<file path="src/design/lzcd_pkg.sv">
// lzcd_pkg: shared constants, codes and control/status structs of the lz decompressor
`default_nettype none
package lzcd_pkg;

   localparam int WINDOW_DEPTH = 4096;
   localparam int ADDR_BITS    = $clog2(WINDOW_DEPTH);
   localparam int LANE_BYTES   = 8;
   localparam int LANE_BITS    = 8 * LANE_BYTES;
   localparam int COUNT_BITS   = 4;
   localparam int LENGTH_BITS  = 30;
   localparam int MATCH_BITS   = 9;
   localparam int OFFSET_BITS  = 12;

   localparam int REQ_DATA_BITS = 8;
   localparam int RSP_DATA_BITS = 104;
   localparam int RSP_USER_BITS = 3;
   localparam int CSR_ADDR_BITS = 1;
   localparam int CSR_DATA_BITS = 30;

   localparam logic [3:0]            LEN_CODE_EXT   = 4'hf;
   localparam logic [MATCH_BITS-1:0] MIN_MATCH      = 9'd3;
   localparam logic [MATCH_BITS-1:0] EXT_BASE       = 9'd18;
   localparam logic [3:0]            ITEMS_PER_CTRL = 4'd8;

   localparam logic [1:0] PHASE_NONE  = 2'd0;
   localparam logic [1:0] PHASE_FIRST = 2'd1;
   localparam logic [1:0] PHASE_EXT   = 2'd2;

   localparam logic [1:0] STATUS_OK        = 2'd0;
   localparam logic [1:0] STATUS_MISMATCH  = 2'd1;
   localparam logic [1:0] STATUS_BAD_OFFSET = 2'd2;
   localparam logic [1:0] STATUS_TRUNCATED = 2'd3;

   localparam logic [CSR_ADDR_BITS-1:0] CSR_RAW_SIZE = 1'b0;
   localparam logic [CSR_ADDR_BITS-1:0] CSR_REQUIRE  = 1'b1;

   typedef struct packed {
      logic capture;
      logic decode;
      logic rd_issue;
      logic wr_byte;
      logic load_out;
      logic out_last;
   } lzcd_cmd_type;

   typedef struct packed {
      logic more;
      logic chunk_full;
      logic chunk_nonempty;
      logic fin;
   } lzcd_stat_type;

endpackage
`default_nettype wire

</file>
<file path="src/design/lzcd_control.sv">
// lzcd_control: sequencer for request intake, match copy and result handoff
`default_nettype none
module lzcd_control (
   input  wire logic                    clock,
   input  wire logic                    reset,
   input  wire logic                    req_tvalid,
   output logic                         req_tready,
   output logic                         rsp_tvalid,
   input  wire logic                    rsp_tready,
   input  wire lzcd_pkg::lzcd_stat_type stat,
   output lzcd_pkg::lzcd_cmd_type       cmd
);
   import lzcd_pkg::*;

   typedef enum logic [2:0] {
      S_IDLE,
      S_DECODE,
      S_READ,
      S_WRITE,
      S_EMIT
   } state_type;

   state_type state_ff, state_in;
   logic      last_ff, last_in;

   always_comb begin
      state_in     = state_ff;
      last_in      = last_ff;
      cmd          = '0;
      case (state_ff)
         S_IDLE: begin
            if (req_tvalid) begin
               cmd.capture = 1'b1;
               state_in    = S_DECODE;
            end
         end
         S_DECODE: begin
            cmd.decode = 1'b1;
            state_in   = S_READ;
         end
         S_READ: begin
            if (stat.chunk_full) begin
               cmd.load_out = 1'b1;
               cmd.out_last = !stat.more;
               last_in      = !stat.more;
               state_in     = S_EMIT;
            end else if (!stat.more) begin
               if (stat.chunk_nonempty || stat.fin) begin
                  cmd.load_out = 1'b1;
                  cmd.out_last = 1'b1;
                  last_in      = 1'b1;
                  state_in     = S_EMIT;
               end else begin
                  state_in = S_IDLE;
               end
            end else begin
               cmd.rd_issue = 1'b1;
               state_in     = S_WRITE;
            end
         end
         S_WRITE: begin
            cmd.wr_byte = 1'b1;
            state_in    = S_READ;
         end
         S_EMIT: begin
            if (rsp_tready) begin
               state_in = last_ff ? S_IDLE : S_READ;
            end
         end
         default: begin
            state_in = S_IDLE;
         end
      endcase
   end

   always_ff @(posedge clock) begin
      if (reset) begin
         state_ff <= S_IDLE;
         last_ff  <= 1'b0;
      end else begin
         state_ff <= state_in;
         last_ff  <= last_in;
      end
   end

   assign req_tready = (state_ff == S_IDLE);
   assign rsp_tvalid = (state_ff == S_EMIT);

   a_no_overlap: assert property (@(posedge clock) disable iff (reset)
      !(req_tready && rsp_tvalid))
      else $error("request and result sides open together");

   a_write_after_read: assert property (@(posedge clock) disable iff (reset)
      cmd.wr_byte |-> $past(cmd.rd_issue))
      else $error("history copy without preceding read");

   a_load_shows: assert property (@(posedge clock) disable iff (reset)
      cmd.load_out |=> rsp_tvalid)
      else $error("loaded result not presented");

   a_decode_follows: assert property (@(posedge clock) disable iff (reset)
      (req_tvalid && req_tready) |=> cmd.decode)
      else $error("accepted request not decoded");
endmodule
`default_nettype wire

</file>
<file path="config.mk">
export PLATFORM = sky130hd
export DESIGN_NAME = lzcd_control
export DESIGN_NICKNAME = d
export VERILOG_FILES = /design/src/design/lzcd_pkg.sv /design/src/design/lzcd_control.sv
export SDC_FILE = /design/constraint.sdc
export NUM_CORES = 1
export LEC_CHECK = 0
export BUFFER_PORTS_ARGS = -buffer_cell sky130_fd_sc_hd__buf_2
export CAP_MARGIN = 40
export CORE_AREA = 5 5 42 44
export CTS_CLUSTER_DIAMETER = 120
export DETAILED_ROUTE_END_ITERATION = 6
export DIE_AREA = 0 0 47 49
export GPL_TIMING_DRIVEN = 0
export PLACE_DENSITY = 0.54
export SKIP_CTS_REPAIR_TIMING = 1
export SLEW_MARGIN = 40
export SYNTH_ARGS = -nofsm -noshare
export SYNTH_HDL_FRONTEND = slang
export SYNTH_SLANG_ARGS = --single-unit
</file>
<file path="constraint.sdc">
create_clock -name clock -period 1.96 [get_ports clock]
set_clock_uncertainty 0.15 [all_clocks]
set_input_delay 0.392 -clock clock [delete_from_list [all_inputs] [get_ports clock]]
set_output_delay 0.392 -clock clock [all_outputs]
set_load 0.03 [all_outputs]
</file>
==> flow_summary.json <==
{
  "status": "finished clean",
  "synthSimpleGateAreaFrac": 0.3891,
  "timing.final.crit_share": 0.9088,
  "htreeDepth": 1,
  "powerDensity_mw_per_mm2": 634.9,
  "netlist_top_cells_area": "dfxtp_1 (29%), buf_6 (8.1%), nor3b_1 (5.4%), o31ai_1 (5.4%), nor4_1 (4.5%)",
  "wirelength_um": 690,
  "yosys-mux-area-fraction": 0.03620,
  "tightest_slew_ps": 369.4,
  "gr-total-overflow": 0,
  "clockBufferDepth": 2,
  "grt_pass1_vias": 273,
  "drtAntennaViolNets": 0,
  "netlist.area_leader.share": 0.2896,
  "critPathKind": "register to primary output",
  "sequentialPowerShare": 0.345,
  "grt_pass1_wl_um": 1166,
  "netlist_area_um2": 276.5,
  "maxSlewHeadroom": 0.7474,
  "yosysWarnings": 0,
  "first_iter_violations": 5,
  "drc": 0,
  "start_util": 0.1973,
  "worstHoldStart": "reset",
  "reg2reg_depth": 3,
  "drive_gt1_frac": 0.4510,
  "intPower_uw": 180.5,
  "max_freq_mhz": 561.4,
  "vias": 304,
  "grt_max_degree": 11,
  "critPathCaptureType": "primary output",
  "ff2ff_setup_slack_ps": 750,
  "area_growth_pct": 44.34,
  "die_y_um": 49,
  "synth-seq-cells": 4,
  "setup_violations": 0,
  "synth_top_area_cell": "dfxtp_1",
  "hold_path.class": "input port to register",
  "grt_usage": 0.06836,
  "yosysMostFrequentCell": "dfxtp_1",
  "ys_types": 23,
  "ys_seq_area_frac": 0.2896,
  "dieArea_mm2": 0.002303,
  "fillers": 160,
  "synth_xor_xnor_area_share": 0,
  "r2r-start": "state_ff[2]",
  "cts_tree": "yes",
  "core_region_area_mm2": 0.001401,
  "synth_edf_count": 0,
  "dp_slack_ps": 178.8,
  "p_sw_frac": 0.2877,
  "clock-root-buffer": "clkbuf_4",
  "crit_path_max_fanout": 10,
  "synth-adder-area-share": 0,
  "synth_nets": 41,
  "critPathLaunch": "state_ff[2]",
  "pwr-share-comb": 0.268,
  "clock_latency_ps": 230,
  "synth_compound_area_frac": 0.1629,
  "ios": 16,
  "viasPerCell": 4.537,
  "leakagePower_uw": 0.0001923,
  "std_cell_rows": 14,
  "async_reset_ff_frac": 0,
  "cts_buffers": 3,
  "place.gp.congestion": 0.6377,
  "wl_per_cell_um": 10.30,
  "slew_viol_final": 0,
  "critPathRequiredTime_ps": 1420,
  "worst_slack_ps": 178.7,
  "clkTransAtPathRegs_ps": 40,
  "drv_cap": 0,
  "switchingPower_uw": 72.91,
  "fin_nets": 61,
  "timing.rr.end": "state_ff[1]",
  "first_pass_iters": 3,
  "diodes": 0,
  "period_needed_ps": 1781,
  "syn_area_per_cell_um2": 8.379,
  "endpoint": "cmd[1]",
  "cp.arrival_ps": 1240,
  "synth_ff_type": "dfxtp_1",
  "netlist_top_cells_count": "dfxtp_1 (4), nor2_1 (3)",
  "irDropWorstVdd_mv": 0.3724,
  "holdWs_ps": 245.3,
  "setup_tns_ps": 0,
  "rsz0062_at_grt": "false",
  "final_hold_viol_count": 0,
  "cp-start-kind": "register",
  "synth_top_family_by_area": "simple AND/OR/NAND/NOR gates",
  "antenna_found_initial": 0,
  "synthCells": 33,
  "port-buffer-count": 15,
  "clock_power_share": 0.387,
  "p_total_uw": 253.4,
  "die_w_um": 47,
  "clock-sinks": 4
}
## per-layer routing
layer / vias to the layer above / share of wire / track usage
li1: 162 / - / -
met1: 128 / 0.47 / 0.09031
met2: 14 / 0.39 / 0.09276
met3: 0 / 0.13 / 0.05535
met4: 0 / 0 / 0
met5: - / 0 / 0
## cell type report
type                       instances  area [um^2]  share of cell area
buffer                             3        30.03             0.07524
clock buffer                       3        22.52             0.05643
inverter                           1        3.754            0.009404
multi-input combinational         25        167.7              0.4201
sequential                         4        80.08              0.2006
tap                               16        20.02             0.05016
timing repair buffer              15        75.07              0.1881
## how the worst min path moves through the flow
stage,endpoint,slack [ps],cells after the start
after global routing,last_ff,250,2
after CTS,last_ff,240,2
final,last_ff,250,2
after global placement,last_ff,320,2
after detailed placement,last_ff,310,2
after floorplan,last_ff,290,2
## stage by stage
| step | cell area [um^2] | util | cells |
|---|---|---|---|
| after floorplan | 281.5 | - | 33 |
| after global placement | 376.6 | 0.2688 | 64 |
| after detailed placement | 376.6 | 0.2688 | 64 |
| after CTS | 399.1 | 0.2848 | 67 |
| after global routing | 399.1 | 0.2848 | 67 |
| final | 399.1 | 0.2848 | 67 |
## registers in the layout, summed over array words and instances (netlist names)
signal	cells
last_ff	1
state_ff	3
## worst max-delay path, stage by stage, from the launching register on
cell and delay (ps):
dfxtp_1 310, buf_6 140, nor2_1 140, nand3_1 130
nor2_1 90, buf_2 200
## kinds of logic after synthesis
family | count (synthesis)
DFF | 4
AOI/OAI and AO/OA | 6
muxes | 1
and+or+nand+nor | 18
buffers and inverters | 4
## power by group through the flow
stage                     clock network [uW]  registers [uW]  logic, uW
after floorplan                            0            88.4       47.1
after global placement                     0            88.7       67.8
after detailed placement                   0            88.7       68.3
after CTS                                104            87.5       68.5
after global routing                     114            87.8       73.9
final                                   98.1            87.5       67.8
## cells in the final DEF, fill, tap and decap left out, types with 2 or more instances in the layout
cell	synthesis	routed
buf_2	0	15
dfxtp_1	4	4
nor2_1	3	3
clkbuf_4	0	3
buf_6	2	2
nor3b_1	2	2
nand2_1	2	2
o31ai_1	2	2
nor4_1	2	2
(Power assumes the default switching activity.)
